[src/assert_macros.svh]
// Assertion macros used by the lamp state classifier top level.
`ifndef ASSERT_MACROS_SVH
`define ASSERT_MACROS_SVH

// Check a property at every clock edge outside reset.
`define LSC_ASSERT(lbl, prop, msg) \
    lbl: assert property (@(posedge clk) disable iff (!rst_n) (prop)) else $error(msg);

// Check that a condition implies another one at the next clock edge.
`define LSC_ASSERT_NEXT(lbl, pre, post, msg) \
    lbl: assert property (@(posedge clk) disable iff (!rst_n) (pre) |=> (post)) else $error(msg);

`endif

[src/lsc_pkg.sv]
// Types and constants of the lamp state classifier.
package lsc_pkg;

    localparam int LANES       = 3;
    localparam int LEVEL_W     = 10;
    localparam int CODE_W      = 5;
    localparam int THR_W       = 10;
    localparam int OUT_FIELD_W = 3 * LEVEL_W + 2 * CODE_W + LEVEL_W;
    localparam int OUT_DATA_W  = ((OUT_FIELD_W + 7) / 8) * 8;

    localparam logic [THR_W-1:0]  THR_RESET   = THR_W'(512);
    localparam logic [CODE_W-1:0] CODE_MAX    = CODE_W'(26);
    localparam logic [CODE_W-1:0] CODE_REPORT = CODE_W'(2);

    // Lamp digit of one channel
    typedef enum logic [1:0] {
        DIGIT_OFF   = 2'd0,
        DIGIT_BLINK = 2'd1,
        DIGIT_ON    = 2'd2
    } digit_t;

    // Code weight of each channel for a blinking and an on lamp
    localparam logic [LANES-1:0][CODE_W-1:0] BLINK_WEIGHT = {5'd9, 5'd3, 5'd1};
    localparam logic [LANES-1:0][CODE_W-1:0] ON_WEIGHT    = {5'd18, 5'd6, 5'd2};

    // Per-lane strobes from the top-level control
    typedef struct packed {
        logic q_load;   // input item accepted, latch scaled samples
        logic acc_add;  // add scaled samples to the accumulator
        logic win_end;  // last tick of the window, move level out
    } lane_ctl_t;

endpackage

[src/lamp_state_classifier.sv]
// Lamp state classifier top level: three sensor lanes, control and result merge.
//
// Input stream (s_axis): one item per sampling tick, carrying the three converter
// samples sample_a, sample_b and sample_c in tdata. Every WINDOW_TICKS-th item closes
// a window and causes one result item; the other items cause none.
// Output stream (m_axis): averaged levels of the window, the raw base-3 lamp code,
// the filtered reported code and the reported value (level_a when the reported code
// is 2, else zero).
// Configuration (cfg): write on_threshold while the block is idle; cfg_ready is
// always high.
// Throughput: one input item per cycle while s_axis_tready is high. Each lane
// scales and accumulates its sample with one multiply and one add, each in a
// stage of its own. Result path: the window's last item is accumulated into
// level_reg, then classified and filtered into the output register.
// Reset: accumulators, tick count and filter state clear, on_threshold returns to
// 512, the first window code is reported at once.
// Stall: a waiting result sits in the output register while input items are still
// taken; a second finished window waits one stage earlier, and only if that stage
// is also held does s_axis_tready drop.
module lamp_state_classifier #(
    parameter int WINDOW_TICKS = 16,
    parameter int SAMPLE_BITS  = 10
) (
    input  logic                                  clk,
    input  logic                                  rst_n,
    input  logic                                  s_axis_tvalid,
    output logic                                  s_axis_tready,
    // sample_a, sample_b, sample_c from bit 0 up, zero padded to bytes
    input  logic [((3*SAMPLE_BITS+7)/8)*8-1:0]    s_axis_tdata,
    output logic                                  m_axis_tvalid,
    input  logic                                  m_axis_tready,
    // level_a, level_b, level_c, raw_code, reported_code, reported_value from bit 0 up
    output logic [lsc_pkg::OUT_DATA_W-1:0]        m_axis_tdata,
    input  logic                                  cfg_valid,
    output logic                                  cfg_ready,
    input  logic [lsc_pkg::THR_W-1:0]             cfg_data
);

`include "assert_macros.svh"

    localparam int CNT_W = $clog2(WINDOW_TICKS);
    localparam logic [CNT_W-1:0] TICK_LAST = CNT_W'(WINDOW_TICKS - 1);

    logic [lsc_pkg::THR_W-1:0]                          thr_reg;
    logic                                               en;
    logic                                               a_valid_reg;
    logic                                               a_valid_next;
    logic [CNT_W-1:0]                                   tick_reg;
    logic [CNT_W-1:0]                                   tick_next;
    logic                                               win_valid_reg;
    logic                                               win_valid_next;
    logic                                               out_free;
    logic                                               win_move;
    lsc_pkg::lane_ctl_t                                 ctl;
    logic [lsc_pkg::LANES-1:0][SAMPLE_BITS-1:0]         samples;
    logic [lsc_pkg::LANES-1:0][SAMPLE_BITS-1:0]         levels_full;
    logic [lsc_pkg::LANES-1:0][lsc_pkg::LEVEL_W-1:0]    levels;
    lsc_pkg::digit_t [lsc_pkg::LANES-1:0]               digits;

    // Write the threshold register
    assign cfg_ready = 1'b1;

    always_ff @(posedge clk or negedge rst_n)
    begin
        if (!rst_n)
        begin
            thr_reg <= lsc_pkg::THR_RESET;
        end
        else if (cfg_valid)
        begin
            thr_reg <= cfg_data;
        end
    end

    // Advance the pipe unless a finished window is held behind a full output
    assign out_free      = !m_axis_tvalid || m_axis_tready;
    assign win_move      = win_valid_reg && out_free;
    assign en            = !(win_valid_reg && !out_free);
    assign s_axis_tready = en;

    assign ctl.q_load  = en && s_axis_tvalid;
    assign ctl.acc_add = en && a_valid_reg;
    assign ctl.win_end = ctl.acc_add && (tick_reg == TICK_LAST);

    // Count ticks of the window and track stage occupancy
    always_comb
    begin
        a_valid_next   = en ? s_axis_tvalid : a_valid_reg;
        tick_next      = tick_reg;
        win_valid_next = win_valid_reg;
        if (ctl.win_end)
        begin
            tick_next = '0;
        end
        else if (ctl.acc_add)
        begin
            tick_next = tick_reg + 1'b1;
        end
        if (ctl.win_end)
        begin
            win_valid_next = 1'b1;
        end
        else if (win_move)
        begin
            win_valid_next = 1'b0;
        end
    end

    always_ff @(posedge clk or negedge rst_n)
    begin
        if (!rst_n)
        begin
            a_valid_reg   <= 1'b0;
            tick_reg      <= '0;
            win_valid_reg <= 1'b0;
        end
        else
        begin
            a_valid_reg   <= a_valid_next;
            tick_reg      <= tick_next;
            win_valid_reg <= win_valid_next;
        end
    end

    // Run one lane per sensor
    generate
        for (genvar i = 0; i < lsc_pkg::LANES; i++)
        begin : g_lane
            assign samples[i] = s_axis_tdata[i*SAMPLE_BITS +: SAMPLE_BITS];
            assign levels[i]  = lsc_pkg::LEVEL_W'(levels_full[i]);

            lsc_lane #(
                .WINDOW_TICKS (WINDOW_TICKS),
                .SAMPLE_BITS  (SAMPLE_BITS)
            ) u_lane (
                .clk          (clk),
                .rst_n        (rst_n),
                .ctl          (ctl),
                .sample       (samples[i]),
                .on_threshold (thr_reg),
                .level        (levels_full[i]),
                .digit        (digits[i])
            );
        end
    endgenerate

    // Merge lane results into the output item
    lsc_merge u_merge (
        .clk       (clk),
        .rst_n     (rst_n),
        .win_move  (win_move),
        .digits    (digits),
        .levels    (levels),
        .out_ready (m_axis_tready),
        .out_valid (m_axis_tvalid),
        .out_data  (m_axis_tdata)
    );

    `LSC_ASSERT(a_tick_range, tick_reg <= TICK_LAST, "tick count past window end")
    `LSC_ASSERT_NEXT(a_win_held, win_valid_reg && !out_free, win_valid_reg, "held window lost")
    `LSC_ASSERT_NEXT(a_win_out, win_move, m_axis_tvalid, "moved window not presented")
    `LSC_ASSERT(a_code_range, !m_axis_tvalid || (m_axis_tdata[39:35] <= lsc_pkg::CODE_MAX),
                "reported code out of range")

endmodule

[src/lsc_lane.sv]
// One sensor lane: scale, accumulate over the window, classify the level.
module lsc_lane #(
    parameter int WINDOW_TICKS = 16,
    parameter int SAMPLE_BITS  = 10
) (
    input  logic                         clk,
    input  logic                         rst_n,
    input  lsc_pkg::lane_ctl_t           ctl,
    input  logic [SAMPLE_BITS-1:0]       sample,
    input  logic [lsc_pkg::THR_W-1:0]    on_threshold,
    output logic [SAMPLE_BITS-1:0]       level,
    output lsc_pkg::digit_t              digit
);

    // Division by the window length as a reciprocal multiply, exact for every sample
    localparam int SHIFT  = SAMPLE_BITS + $clog2(WINDOW_TICKS);
    localparam int MULT   = ((2 ** SHIFT) + WINDOW_TICKS - 1) / WINDOW_TICKS;
    localparam int PROD_W = SHIFT + SAMPLE_BITS;
    localparam int CMP_W  = (SAMPLE_BITS > lsc_pkg::THR_W) ? SAMPLE_BITS : lsc_pkg::THR_W;

    logic [PROD_W-1:0]      product;
    logic [SAMPLE_BITS-1:0] q_reg;
    logic [SAMPLE_BITS-1:0] acc_reg;
    logic [SAMPLE_BITS-1:0] acc_next;
    logic [SAMPLE_BITS-1:0] sum;
    logic [SAMPLE_BITS-1:0] level_reg;
    logic [CMP_W-1:0]       lv_ext;
    logic [CMP_W-1:0]       thr_ext;
    logic [CMP_W-1:0]       half_ext;

    // Scale the sample down by the window length
    assign product = PROD_W'(sample) * PROD_W'(MULT);

    // Hold the scaled sample for the accumulate stage
    always_ff @(posedge clk)
    begin
        if (ctl.q_load)
        begin
            q_reg <= product[SHIFT +: SAMPLE_BITS];
        end
    end

    // Accumulate; the window sum never exceeds the largest sample
    assign sum = acc_reg + q_reg;

    always_comb
    begin
        acc_next = acc_reg;
        if (ctl.win_end)
        begin
            acc_next = '0;
        end
        else if (ctl.acc_add)
        begin
            acc_next = sum;
        end
    end

    always_ff @(posedge clk or negedge rst_n)
    begin
        if (!rst_n)
        begin
            acc_reg <= '0;
        end
        else
        begin
            acc_reg <= acc_next;
        end
    end

    // Hold the finished window level
    always_ff @(posedge clk)
    begin
        if (ctl.win_end)
        begin
            level_reg <= sum;
        end
    end

    assign level = level_reg;

    // Classify against the threshold and its half
    assign lv_ext   = CMP_W'(level_reg);
    assign thr_ext  = CMP_W'(on_threshold);
    assign half_ext = CMP_W'(on_threshold >> 1);

    always_comb
    begin
        priority if (lv_ext < half_ext)
        begin
            digit = lsc_pkg::DIGIT_OFF;
        end
        else if (lv_ext < thr_ext)
        begin
            digit = lsc_pkg::DIGIT_BLINK;
        end
        else
        begin
            digit = lsc_pkg::DIGIT_ON;
        end
    end

endmodule

[src/lsc_merge.sv]
// Merge of lane digits into the lamp code, chatter filter and output register.
module lsc_merge (
    input  logic                                                 clk,
    input  logic                                                 rst_n,
    input  logic                                                 win_move,
    input  lsc_pkg::digit_t [lsc_pkg::LANES-1:0]                 digits,
    input  logic [lsc_pkg::LANES-1:0][lsc_pkg::LEVEL_W-1:0]      levels,
    input  logic                                                 out_ready,
    output logic                                                 out_valid,
    output logic [lsc_pkg::OUT_DATA_W-1:0]                       out_data
);

    logic [lsc_pkg::CODE_W-1:0]     code;
    logic [lsc_pkg::CODE_W-1:0]     cand_reg;
    logic [lsc_pkg::CODE_W-1:0]     cand_next;
    logic                           cand_valid_reg;
    logic                           cand_valid_next;
    logic [lsc_pkg::CODE_W-1:0]     rep_reg;
    logic [lsc_pkg::CODE_W-1:0]     rep_next;
    logic                           out_valid_reg;
    logic                           out_valid_next;
    logic [lsc_pkg::OUT_DATA_W-1:0] out_data_reg;
    logic [lsc_pkg::LEVEL_W-1:0]    value;

    // Sum the weighted digits of all lanes
    always_comb
    begin
        code = '0;
        for (int i = 0; i < lsc_pkg::LANES; i++)
        begin
            unique case (digits[i])
                lsc_pkg::DIGIT_BLINK: code = code + lsc_pkg::BLINK_WEIGHT[i];
                lsc_pkg::DIGIT_ON:    code = code + lsc_pkg::ON_WEIGHT[i];
                default:              code = code;
            endcase
        end
    end

    // Report a code once two windows agree; take the first one at once
    always_comb
    begin
        cand_next       = cand_reg;
        cand_valid_next = cand_valid_reg;
        rep_next        = rep_reg;
        if (win_move)
        begin
            priority if (!cand_valid_reg)
            begin
                cand_next       = code;
                rep_next        = code;
                cand_valid_next = 1'b1;
            end
            else if (code == cand_reg)
            begin
                rep_next = cand_reg;
            end
            else
            begin
                cand_next = code;
            end
        end
    end

    assign value = (rep_next == lsc_pkg::CODE_REPORT) ? levels[0] : '0;

    // Keep the output item until it is taken
    always_comb
    begin
        out_valid_next = out_valid_reg;
        if (win_move)
        begin
            out_valid_next = 1'b1;
        end
        else if (out_ready)
        begin
            out_valid_next = 1'b0;
        end
    end

    always_ff @(posedge clk or negedge rst_n)
    begin
        if (!rst_n)
        begin
            cand_reg       <= '0;
            cand_valid_reg <= 1'b0;
            rep_reg        <= '0;
            out_valid_reg  <= 1'b0;
        end
        else
        begin
            cand_reg       <= cand_next;
            cand_valid_reg <= cand_valid_next;
            rep_reg        <= rep_next;
            out_valid_reg  <= out_valid_next;
        end
    end

    // Load the output payload with the new window
    always_ff @(posedge clk)
    begin
        if (win_move)
        begin
            out_data_reg <= lsc_pkg::OUT_DATA_W'({value, rep_next, code,
                                                  levels[2], levels[1], levels[0]});
        end
    end

    assign out_valid = out_valid_reg;
    assign out_data  = out_data_reg;

endmodule

[config.mk]
export PLATFORM = sky130hd
export DESIGN_NAME = lamp_state_classifier
export DESIGN_NICKNAME = d
export VERILOG_FILES = /design/src/lsc_pkg.sv /design/src/lamp_state_classifier.sv /design/src/lsc_lane.sv /design/src/lsc_merge.sv
export VERILOG_INCLUDE_DIRS = /design/src /design/src/src
export SDC_FILE = /design/constraint.sdc
export NUM_CORES = 1
export LEC_CHECK = 0
export BUFFER_PORTS_ARGS = -buffer_cell sky130_fd_sc_hd__buf_2
export CAP_MARGIN = 5
export CORE_UTILIZATION = 55
export DETAILED_ROUTE_END_ITERATION = 12
export PLACE_DENSITY = 0.77
export SLEW_MARGIN = 20
export SYNTH_ARGS = -nofsm -noshare
export SYNTH_HDL_FRONTEND = slang
export SYNTH_SLANG_ARGS = --single-unit
[constraint.sdc]
create_clock -name clk -period 9.33 [get_ports clk]
set_input_delay 0.4665 -clock clk [delete_from_list [all_inputs] [get_ports clk]]
set_output_delay 0.4665 -clock clk [all_outputs]
set_load 0.05 [all_outputs]
Word-level counts from Yosys, hierarchy flattened:

Index checks and enable logic that the tools add are counted.

* flip-flop bits (word level): 156
* bits of input ports: 47
* logic and storage cells: 82

* $add $sub $neg: 8
* order comparisons: 6
* equal/unequal tests: 10
* mux-type cells: 26
* reductions and logical operators: 13

Operators by type and width (number)
* $mux 10: 6
* $add 10x6->10: 3
* $lt 10x10->1: 3
* $lt 10x9->1: 3
* $mux 5: 5
* $pmux 5 s2: 2
* $mux 2: 6
* $mux 4: 2
* $eq 2x1->1 const B: 3
* $eq 2x2->1 const B: 3
* $reduce_bool 2->1: 3
* $add 5x4->5 const B: 1
* $add 5x5->5 const B: 1
* $eq 5x2->1 const B: 1
* $eq 5x5->1: 1
* $logic_and 1x1->1: 5
* $add 2x3->4 const B: 1
* $add 4x1->4 const B: 1
* $eq 4x4->1 const B: 1
* $mux 1: 4
* $pmux 2 s2: 1
* $add 2x2->3 const B: 1
* $logic_not 1->1: 3
* $ne 2x2->1 const B: 1
* other kinds (2): 2

Logic depth before layout (Yosys ltp):

Gate-level depths: netlist (run 1).

* word-level depth: 14
* gate-level depth with buffers: 23
* depth with buffers taken out: 21

Hierarchy:

From an unflattened synthesis (run 1), not the netlist that was laid out.

* cell total of the unflattened synthesis: 693
* area total of the unflattened synthesis: 8321.7 µm²

Modules (own cells, without submodules)
* lsc_lane (g_lane[0].u_lane ...): instances 2, cells each 146, area an instance 1635.3 µm², sequential area each 730.7 µm²
* lsc_merge: instances 1, cells each 204, area an instance 2736.4 µm², sequential area each 1801.7 µm²
* lsc_lane (g_lane[1].u_lane): instances 1, cells each 146, area an instance 1620.3 µm², sequential area each 730.7 µm²
* lamp_state_classifier: instances 1, cells each 51, area an instance 694.4 µm², sequential area each 401.6 µm²

Least setup slack after synthesis (run 1):

OpenSTA, ideal clock, no wires.

* path type: reg-to-reg
* start: register thr_reg[8] in the netlist's numbering
* end: register u_merge.out_data_reg, in the netlist u_merge.out_data[40], data pin
* library setup time: 0.152 ns
* arrival time: 4.801 ns
* path slack: 4.377 ns
* stages on the path, launching flop included: 22
* clock period less this slack: 4.953 ns
* cells stage by stage: dfrtp_1 inv_1 ha_1 a21o_1 a211o_1 or3_1 buf_6 nand2b_4 ha_1 inv_1 o311ai_1 inv_1 ha_1 a211o_1 mux2i_1 nor2_1 or3_1 buf_6 or4_4 a21oi_2 o211ai_4 nor3_2

* longest elaborated chain between the ends: 14

Ends and longest elaborated chain
* start, declared: RTL line lamp_state_classifier.sv:44 `logic [lsc_pkg::THR_W-1:0] thr_reg;`
* start signal, assigned: RTL line lamp_state_classifier.sv:67 `thr_reg <= lsc_pkg::THR_RESET;`
* start signal, assigned: RTL line lamp_state_classifier.sv:71 `thr_reg <= cfg_data;`
* $lt 10x10->1: RTL line lsc_lane.sv:93 `else if (lv_ext < thr_ext)`
* $mux 2: RTL line lsc_lane.sv:93
* $mux 2: RTL line lsc_lane.sv:89 `priority if (lv_ext < half_ext)`
* $eq 2x2->1 or $eq 2x1->1 (tied branches): RTL line lsc_merge.sv:31 `unique case (digits[i])`
* $pmux 2 s2: RTL line lsc_merge.sv:31
* $add 2x3->4 or $add 2x2->3 (tied branches): RTL line lsc_merge.sv:33, lsc_merge.sv:32
* $pmux 5 s2: RTL line lsc_merge.sv:31
* $add 5x5->5 or $add 5x4->5 (tied branches): RTL line lsc_merge.sv:33, lsc_merge.sv:32
* $pmux 5 s2 (*): RTL line lsc_merge.sv:31
* $eq 5x5->1: RTL line lsc_merge.sv:53 `else if (code == cand_reg)`
* $mux 5: RTL line lsc_merge.sv:53
* $mux 5 (*): RTL line lsc_merge.sv:47 `priority if (!cand_valid_reg)`
* $mux 5 (*): RTL line lsc_merge.sv:45 `if (win_move)`
* $eq 5x2->1 (*): RTL line lsc_merge.sv:64 `assign value = (rep_next == lsc_pkg::CODE_REPORT) ? levels[0] : '0;`
* end signal, assigned: RTL line lsc_merge.sv:103 `out_data_reg <= lsc_pkg::OUT_DATA_W'({value, rep_next, code,`
* end, declared: RTL line lsc_merge.sv:22 `logic [lsc_pkg::OUT_DATA_W-1:0] out_data_reg;`

Every way passes the cells marked *; elsewhere a longest branch is shown, timed or not.
A chain may end at the register's enable or synchronous reset.

Worst setup path after layout (run 1):

* start: register thr_reg[8] in the netlist's numbering
* end: register u_merge.out_data_reg, in the netlist u_merge.out_data[49], data pin

* longest elaborated chain between the ends: 14

Ends and longest elaborated chain
* $lt 10x10->1: RTL line lsc_lane.sv:93
* $mux 2: RTL line lsc_lane.sv:93
* $mux 2: RTL line lsc_lane.sv:89
* $eq 2x2->1 or $eq 2x1->1 (tied branches): RTL line lsc_merge.sv:31
* $pmux 2 s2: RTL line lsc_merge.sv:31
* $add 2x3->4 or $add 2x2->3 (tied branches): RTL line lsc_merge.sv:33, lsc_merge.sv:32
* $pmux 5 s2: RTL line lsc_merge.sv:31
* $add 5x5->5 or $add 5x4->5 (tied branches): RTL line lsc_merge.sv:33, lsc_merge.sv:32
* $pmux 5 s2 (*): RTL line lsc_merge.sv:31
* $eq 5x5->1: RTL line lsc_merge.sv:53
* $mux 5: RTL line lsc_merge.sv:53
* $mux 5 (*): RTL line lsc_merge.sv:47
* $mux 5 (*): RTL line lsc_merge.sv:45
* net u_merge.rep_next, one bit: RTL line lsc_merge.sv:19 `logic [lsc_pkg::CODE_W-1:0] rep_next;`
* $eq 5x2->1 (*): RTL line lsc_merge.sv:64

The timed path passes the listed nets; every way through them passes the cells marked *.

==> results by group, run 1 <==
Clock network
  – Clock Path Buffers: 2
  – # resized after CTS: 0
  – # Post-CTS Setup Buffers: 0
  – TritonCTS Buffers: 17
  – Clock Root Buffer: clkbuf_16
  – CTS Hold Bufs: 0
  – Clock slew at reported path FFs: 0.07 ns
  – Clock latency on the worst-skew pair: 0.43 ns
  – H-Tree Depth: 4
  – CTS Sinks: 156
  – CTS tree: built

Worst hold path
  – HP Class: primary input to register

Die
  – Initial Util: 57.22%
  – Die width: 122.9 microns
  – Die area: 0.01510 sq mm
  – Row cnt: 43
  – Height of the die: 122.9 microns
  – CORE AREA: 0.01404 sq mm
  – Io pins: 106

STA
  – Final Cycle Share: 65.72%
  – Fin. max-slew vios: 0
  – Max transition margin: 42.96%
  – Final setup viols: 0
  – Setup TNS: 0 ns
  – Max Freq: 163.1 MHz
  – Final min period: 6.132 ns
  – RSZ-0062 raised after global routing: false
  – Slew at the pin closest to its max-slew limit: 0.8546 ns
  – Clock skew: 0.01659 ns
  – Final Hold Fails: 0

Drt
  – DRT antenna net count: 0
  – Drt drc: 0
  – Met3 wire len: 802 microns
  – Metal-1 WL: 6949 microns
  – Routed WL per cell: 17.85 microns
  – DRT Pass-1 Iters: 5
  – Detailed Route WL: 16760 microns
  – Vias/cell: 5.885
  – Met2 WL: 8530 microns
  – Initial DRC Count: 331
  – Top Metal Used: met4
  – Routed via count: 5526

Worst setup path
  – CP Launch Type: register
  – Worst Path Max Fanout: 10
  – Critical path arrival: 6.38 ns
  – Worst setup EP type: register
  – CP Class: register to register
  – WP data required: 9.57 ns

Yosys
  – Ys Warns: 0
  – Post-synthesis async set-or-reset flop share: 37.18%
  – Sequential-to-total area share from yosys stat: 54.70%
  – Post-Syn Area: 0.008035 sq mm
  – EDFF count, synth: 98
  – Cells after Synth: 656
  – Synthesized flop and latch total: 156
  – Synth cell types: 74
  – Average cell area after synthesis: 12.25 sq um
  – Ys flop type: edfxtp_1

Final layout
  – Area Growth Syn to Fin: 14.34%
  – Antenna fix cells: 0
  – Multi-input gate area: 0.003369 sq mm
  – Number of fill cells in the layout: 1024
  – Post-layout util: 65.43%
  – Nets: 869
  – Final std cells w/o fill: 939
  – Sequential cell area: 0.004395 sq mm
  – Max FFs per register: 50
  – Post-route cell area: 0.009188 sq mm
  – Share of post-route cells with drive strength above 1: 19.63%

Global route
  – Largest net degree at the start of global routing: 59
  – Initial antenna violation count: 0
  – Gr usage total: 24.16%
  – Overflow after GRT: 0
  – First-pass GRT wire length: 27320 microns
  – Vias in the first global route: 5627

Placed design
  – Dpl hpwl: 11810 microns
  – Placed cell area: 0.008606 sq mm
  – I/O Buffers: 84
  – DP Cell Count: 907
  – Placer Congestion: 0.8666

Pwr
  – Pwr/cell area: 256.2 mW/mm^2
  – Total Power: 2354 uW
  – Worst VDD drop: 0.0001407 V
  – Leakage: 0.004010 uW

Job
  – Max Cap Viol: 0

Status
  – Status: complete, no violations
==> report_power, final <==
part / total [uW] / switching (uW) / internal, uW / leakage [uW]
clock network: 685 / 306 / 380 / 0.000284
registers: 967 / 87.9 / 879 / 0.00159
logic: 701 / 404 / 297 / 0.00213
total: 2350 / 798 / 1560 / 0.00401
==> per-stage QoR <==
step | setup slack, ns | hold WS, ns
global route | 2.781 | 0.1832
finish | 3.198 | 0.2043
global placement | 3.409 | 0.4561
floorplan | 4.377 | 0.1709
CTS | 3.174 | 0.1883
detailed placement | 3.200 | 0.4643
==> synthesized netlist by cell type, types with 2 or more instances <==
| library cell | number | share of area (%) |
|---|---|---|
| edfxtp_1 | 98 | 37 |
| ha_1 | 73 | 11 |
| dfrtp_1 | 57 | 18 |
| nand2_1 | 56 | 2.6 |
| inv_1 | 41 | 1.9 |
| o21ai_0 | 36 | 2.2 |
| a21oi_1 | 24 | 1.5 |
| nor2_1 | 23 | 1.1 |
| a22o_1 | 17 | 1.9 |
| xnor2_1 | 17 | 1.9 |
| nand3_1 | 15 | 0.93 |
| a21o_1 | 14 | 1.3 |
| o31ai_1 | 12 | 1.1 |
| clkbuf_1 | 10 | 0.47 |
| nor3_2 | 10 | 1.2 |
| xor2_1 | 10 | 1.1 |
| nand2b_1 | 8 | 0.62 |
| nand4_1 | 8 | 0.62 |
| nor2b_1 | 8 | 0.62 |
| a211oi_1 | 7 | 0.65 |
| and3_1 | 7 | 0.54 |
| buf_4 | 7 | 0.65 |
| nor3_1 | 7 | 0.44 |
| o21bai_1 | 7 | 0.65 |
| o21a_1 | 6 | 0.56 |
| a41oi_1 | 4 | 0.44 |
| or3b_1 | 4 | 0.44 |
| a211o_1 | 3 | 0.33 |
| and2_1 | 3 | 0.23 |
| fa_1 | 3 | 0.75 |
| mux2_1 | 3 | 0.42 |
| mux2_2 | 3 | 0.42 |
| mux2i_1 | 3 | 0.37 |
| o2111ai_1 | 3 | 0.33 |
| o211ai_1 | 3 | 0.28 |
| a2111oi_2 | 2 | 0.37 |
| buf_2 | 2 | 0.12 |
| buf_6 | 2 | 0.28 |
| conb_1 | 2 | 0.093 |
| inv_2 | 2 | 0.093 |
| o21ai_1 | 2 | 0.12 |
| or3_1 | 2 | 0.16 |
==> area by class of cell <==
type / instances / share of cell area [%]
tap: 180 / 2.451
multi-input combinational: 439 / 36.67
sequential: 156 / 47.84
timing repair buffer: 88 / 4.903
inverter: 44 / 1.798
clock inverter: 14 / 1.661
clock buffer: 18 / 4.671
==> logic make-up (layout without fill, tap and decap cells) <==
kind of cell	Yosys count	count (layout)	synth area share, %
compound gates	160	160	14.40
simple gates	158	158	10.40
flops	156	156	54.70
fa+ha+maj	76	76	12.11
buf+inv	66	164	3.628
xor+xnor	29	29	3.441
mux	9	9	1.215
other cells	2	7	0.09346
==> path summary, 6_finish.rpt <==
check | start | end | slack, ns | cells past startpoint
worst max register to register | thr_reg[8]$_DFFE_PN0P_ | u_merge.out_data[49]$_SDFFCE_PP0P_ | 3.20 | 19
max in group asynchronous | rst_n | u_merge.out_valid$_DFFE_PN0P_ | 8.54 | 2
worst max-delay path | thr_reg[8]$_DFFE_PN0P_ | u_merge.out_data[49]$_SDFFCE_PP0P_ | 3.20 | 19
min in group asynchronous | rst_n | u_merge.cand_reg[2]$_DFFE_PN0P_ | 0.23 | 2
worst min register to register | g_lane[1].u_lane.acc_reg[0]$_DFFE_PN0P_ | g_lane[1].u_lane.acc_reg[0]$_DFFE_PN0P_ | 0.48 | 2
worst min-delay path | s_axis_tdata[28] | g_lane[2].u_lane.q_reg[4]$_DFFE_PP_ | 0.20 | 1
==> critical path: stages, from the launching register on <==
cell	delay [ns]
dfrtp_1	0.36
inv_1	0.23
ha_1	0.31
a21o_1	0.18
a211o_1	0.27
or3_1	0.53
nand2b_4	0.15
ha_1	0.15
inv_1	0.04
o311ai_1	0.42
inv_1	0.16
ha_1	0.33
a211o_1	0.26
mux2i_1	0.38
nor2_1	0.06
or3_1	0.50
o211ai_1	0.21
or3b_1	0.41
nand4bb_1	0.67
nor3_2	0.30
==> per-layer routing <==
metal | vias up | track usage, %
li1 | 2608 | -
met3 | 41 | 5.251
met2 | 170 | 41.92
met5 | - | 0
met4 | 0 | 11.43
met1 | 2707 | 28.41
==> placed cells by master, fill, tap and decap left out, drive strengths merged, types with 18 or more instances in the layout <==
cell,instances
ha,73
o21ai,38
buf,88
inv,53
nor2,23
edfxtp,98
nand2,56
dfrtp,57
xnor2,18
a21oi,25
clkbuf,18
Power figures use the tool's default switching activity.
==> run 2, diff against run 1 <==
==> constraint.sdc (replaced) <==
create_clock -name clk -period 5.75 [get_ports clk]
set_input_delay 0.2875 -clock clk [delete_from_list [all_inputs] [get_ports clk]]
set_output_delay 0.2875 -clock clk [all_outputs]
set_load 0.05 [all_outputs]
==> results by group, run 2 (synthesis gave the netlist of run 1 again) <==
Status
  – Status: complete, no violations

Worst setup path
  – CP Launch Type: register
  – Slowest stage delay, CP: 0.52 ns (-0.15 ns)
  – Critical path cell sequence: inv_1 -> ha_1 -> nand4_1 -> or3b_1 -> o211ai_2 -> nand2_1 -> ha_1 -> inv_1 -> o311ai_2 -> inv_1 -> ha_1 -> a31oi_1 -> mux2i_1 -> a2111oi_2 -> o2111ai_2 -> o211ai_1 -> or3b_1 -> nand4bb_1 -> buf_4 -> nor3_2
  – CP top delay family: compound AO/OA/AOI/OAI gates
  – Crit path buf inv count: 4 (+1)
  – Crit-path slowest cell: dfstp_2
  – WP data required: 6.02 ns (-3.55 ns)
  – Worst Path Max Fanout: 10 (unchanged)
  – Critical path arrival: 5.79 ns (-0.59 ns)
  – CP Class: register to register
  – Worst setup EP type: register

Die
  – Initial Util: 57.22% (unchanged)
  – Die area: 0.01510 sq mm (unchanged)
  – Die width: 122.9 microns (unchanged)
  – Io pins: 106 (unchanged)
  – Height of the die: 122.9 microns (unchanged)
  – Row cnt: 43 (unchanged)
  – CORE AREA: 0.01404 sq mm (unchanged)

Final layout
  – Nets: 873 (+0.46%)
  – Max FFs per register: 50 (unchanged)
  – Commonest non-fill, non-tap cell in the layout: edfxtp_1
  – Antenna fix cells: 0 (unchanged)
  – Number of fill cells in the layout: 1038 (+1.4%)
  – Post-layout util: 65.62% (+0.20 points)
  – Share of post-route cells with drive strength above 1: 20.58% (+0.95 points)
  – Area Growth Syn to Fin: 14.68%
  – Most frequent cells in the layout: edfxtp_1 (98), buf_2 (84), ha_1 (73), dfrtp_1 (57), nand2_1 (56)

Clock network
  – CTS Sinks: 156 (unchanged)
  – CTS tree: built
  – H-Tree Depth: 4 (unchanged)
  – CTS Hold Bufs: 0 (unchanged)
  – TritonCTS Buffers: 17 (unchanged)
  – Clock Root Buffer: clkbuf_16
  – Clock Path Buffers: 2 (unchanged)
  – Clock slew at reported path FFs: 0.07 ns (about the same)
  – Clock latency on the worst-skew pair: 0.44 ns (about the same)

Drt
  – Initial DRC Count: 412 (+24%)
  – Drt drc: 0 (unchanged)
  – Routed WL per cell: 17.62 microns (-1.3%)
  – Routed via count: 5459 (-1.2%)
  – DRT antenna net count: 0 (unchanged)
  – DRT Pass-1 Iters: 7 (+2)
  – Vias/cell: 5.789 (-1.6%)
  – Detailed Route WL: 16620 microns (-0.83%)

Pwr
  – Leakage: 0.004012 uW (about the same)
  – Pwr/cell area: 411.8 mW/mm^2 (+61%)
  – Total Power: 3795 uW (+61%)
  – Worst VDD drop: 0.0002652 V (+88%)

STA
  – Max transition margin: 45.88% (+2.9 points)
  – Clock skew: 0.01090 ns (-0.005691 ns)
  – Final setup viols: 0 (unchanged)
  – Fin. max-slew vios: 0 (unchanged)
  – Slew at the pin closest to its max-slew limit: 0.8118 ns (-0.04277 ns)
  – Hold WS: 0.01060 ns (-0.1937 ns)
  – Final Hold Fails: 0 (unchanged)
  – Max Freq: 181.4 MHz (+11%)
  – Final min period: 5.512 ns (-0.6196 ns)
  – Final Cycle Share: 95.87% (+30 points)

Global route
  – Overflow after GRT: 0 (unchanged)
  – Vias in the first global route: 5491 (-2.4%)
  – Initial antenna violation count: 1 (+1)
  – First-pass GRT wire length: 26680 microns (-2.3%)
  – Gr usage total: 23.58% (-0.58 points)
  – Largest net degree at the start of global routing: 59 (unchanged)

Placed design
  – Placer Congestion: 0.8560 (-1.2%)
  – Dpl hpwl: 11420 microns (-3.3%)
  – I/O Buffers: 84 (unchanged)

Worst hold path
  – HP Class: primary input to async pin

Job
  – Max Cap Viol: 0 (unchanged)
run 2: worst register-to-register path, cell delays in order, from the launching register on:
cell and delay [ns]:
dfstp_2 0.52, inv_1 0.15, ha_1 0.36, nand4_1 0.12, or3b_1 0.38, o211ai_2 0.17
nand2_1 0.12, ha_1 0.30, inv_1 0.05, o311ai_2 0.34, inv_1 0.13, ha_1 0.26
a31oi_1 0.25, mux2i_1 0.13, a2111oi_2 0.49, o2111ai_2 0.35, o211ai_1 0.25, or3b_1 0.39
nand4bb_1 0.24, buf_4 0.23, nor3_2 0.12
run 2: layer usage:
layer | up-vias | track usage [%] | part of all wire [%]
li1 | 2622 | - | -
met1 | 2674 | 27.75 | 43
met5 | - | 0 | 0
met2 | 145 | 41.15 | 51
met4 | 0 | 9.832 | 1.4
met3 | 18 | 5.576 | 4.8
run 2: what timing repair did:
action / in CTS / in global routing
setup buffers: 0 / 1
setup endpoints to repair: 0 / 11
endpoints found under the hold margin: 0 / 0
resized for setup: 0 / 4
run 2: final timing paths:
kind,start,to,slack [ns],depth (start not counted)
worst min-delay path,rst_n,thr_reg[8]$_DFFE_PN0P_,0.01,2
worst max register to register,thr_reg[9]$_DFFE_PN1P_,u_merge.out_data[48]$_SDFFCE_PP0P_,0.24,20
worst min register to register,g_lane[0].u_lane.acc_reg[0]$_DFFE_PN0P_,g_lane[0].u_lane.acc_reg[0]$_DFFE_PN0P_,0.48,2
max in group asynchronous,rst_n,g_lane[0].u_lane.acc_reg[2]$_DFFE_PN0P_,5.18,2
worst max-delay path,thr_reg[9]$_DFFE_PN1P_,u_merge.out_data[48]$_SDFFCE_PP0P_,0.24,20
min in group clk,s_axis_tdata[29],g_lane[2].u_lane.q_reg[5]$_DFFE_PP_,0.02,1
run 2: report_power, final:
group          switching, uW  total, uW  internal (uW)
combinational            664       1160            494
clock                    498       1070            571
sequential               142       1570           1430
run 2: final cells by class:
| class | count | area, sq um | area share [%] |
|---|---|---|---|
| Tap cell | 180 | 225.2 | 2.444 |
| Clock buffer | 18 | 429.2 | 4.657 |
| Inverter | 44 | 165.2 | 1.792 |
| Timing Repair Buffer | 92 | 480.5 | 5.214 |
| Multi-Input combinational cell | 439 | 3392 | 36.81 |
| Sequential cell | 156 | 4395 | 47.70 |
| Clock inverter | 14 | 127.6 | 1.385 |
run 2: per-stage QoR:
stage	setup TNS [ns]	setup WS [ns]	area [sq um]	std cells
after global placement	0	0.2351	8626	910
after global routing	-0.4779	-0.06457	9215	943
after CTS	0	0.03279	9185	942
after floorplan	0	0.7975	8054	661
after detailed placement	0	0.07759	8628	910
final	0	0.2376	9215	943
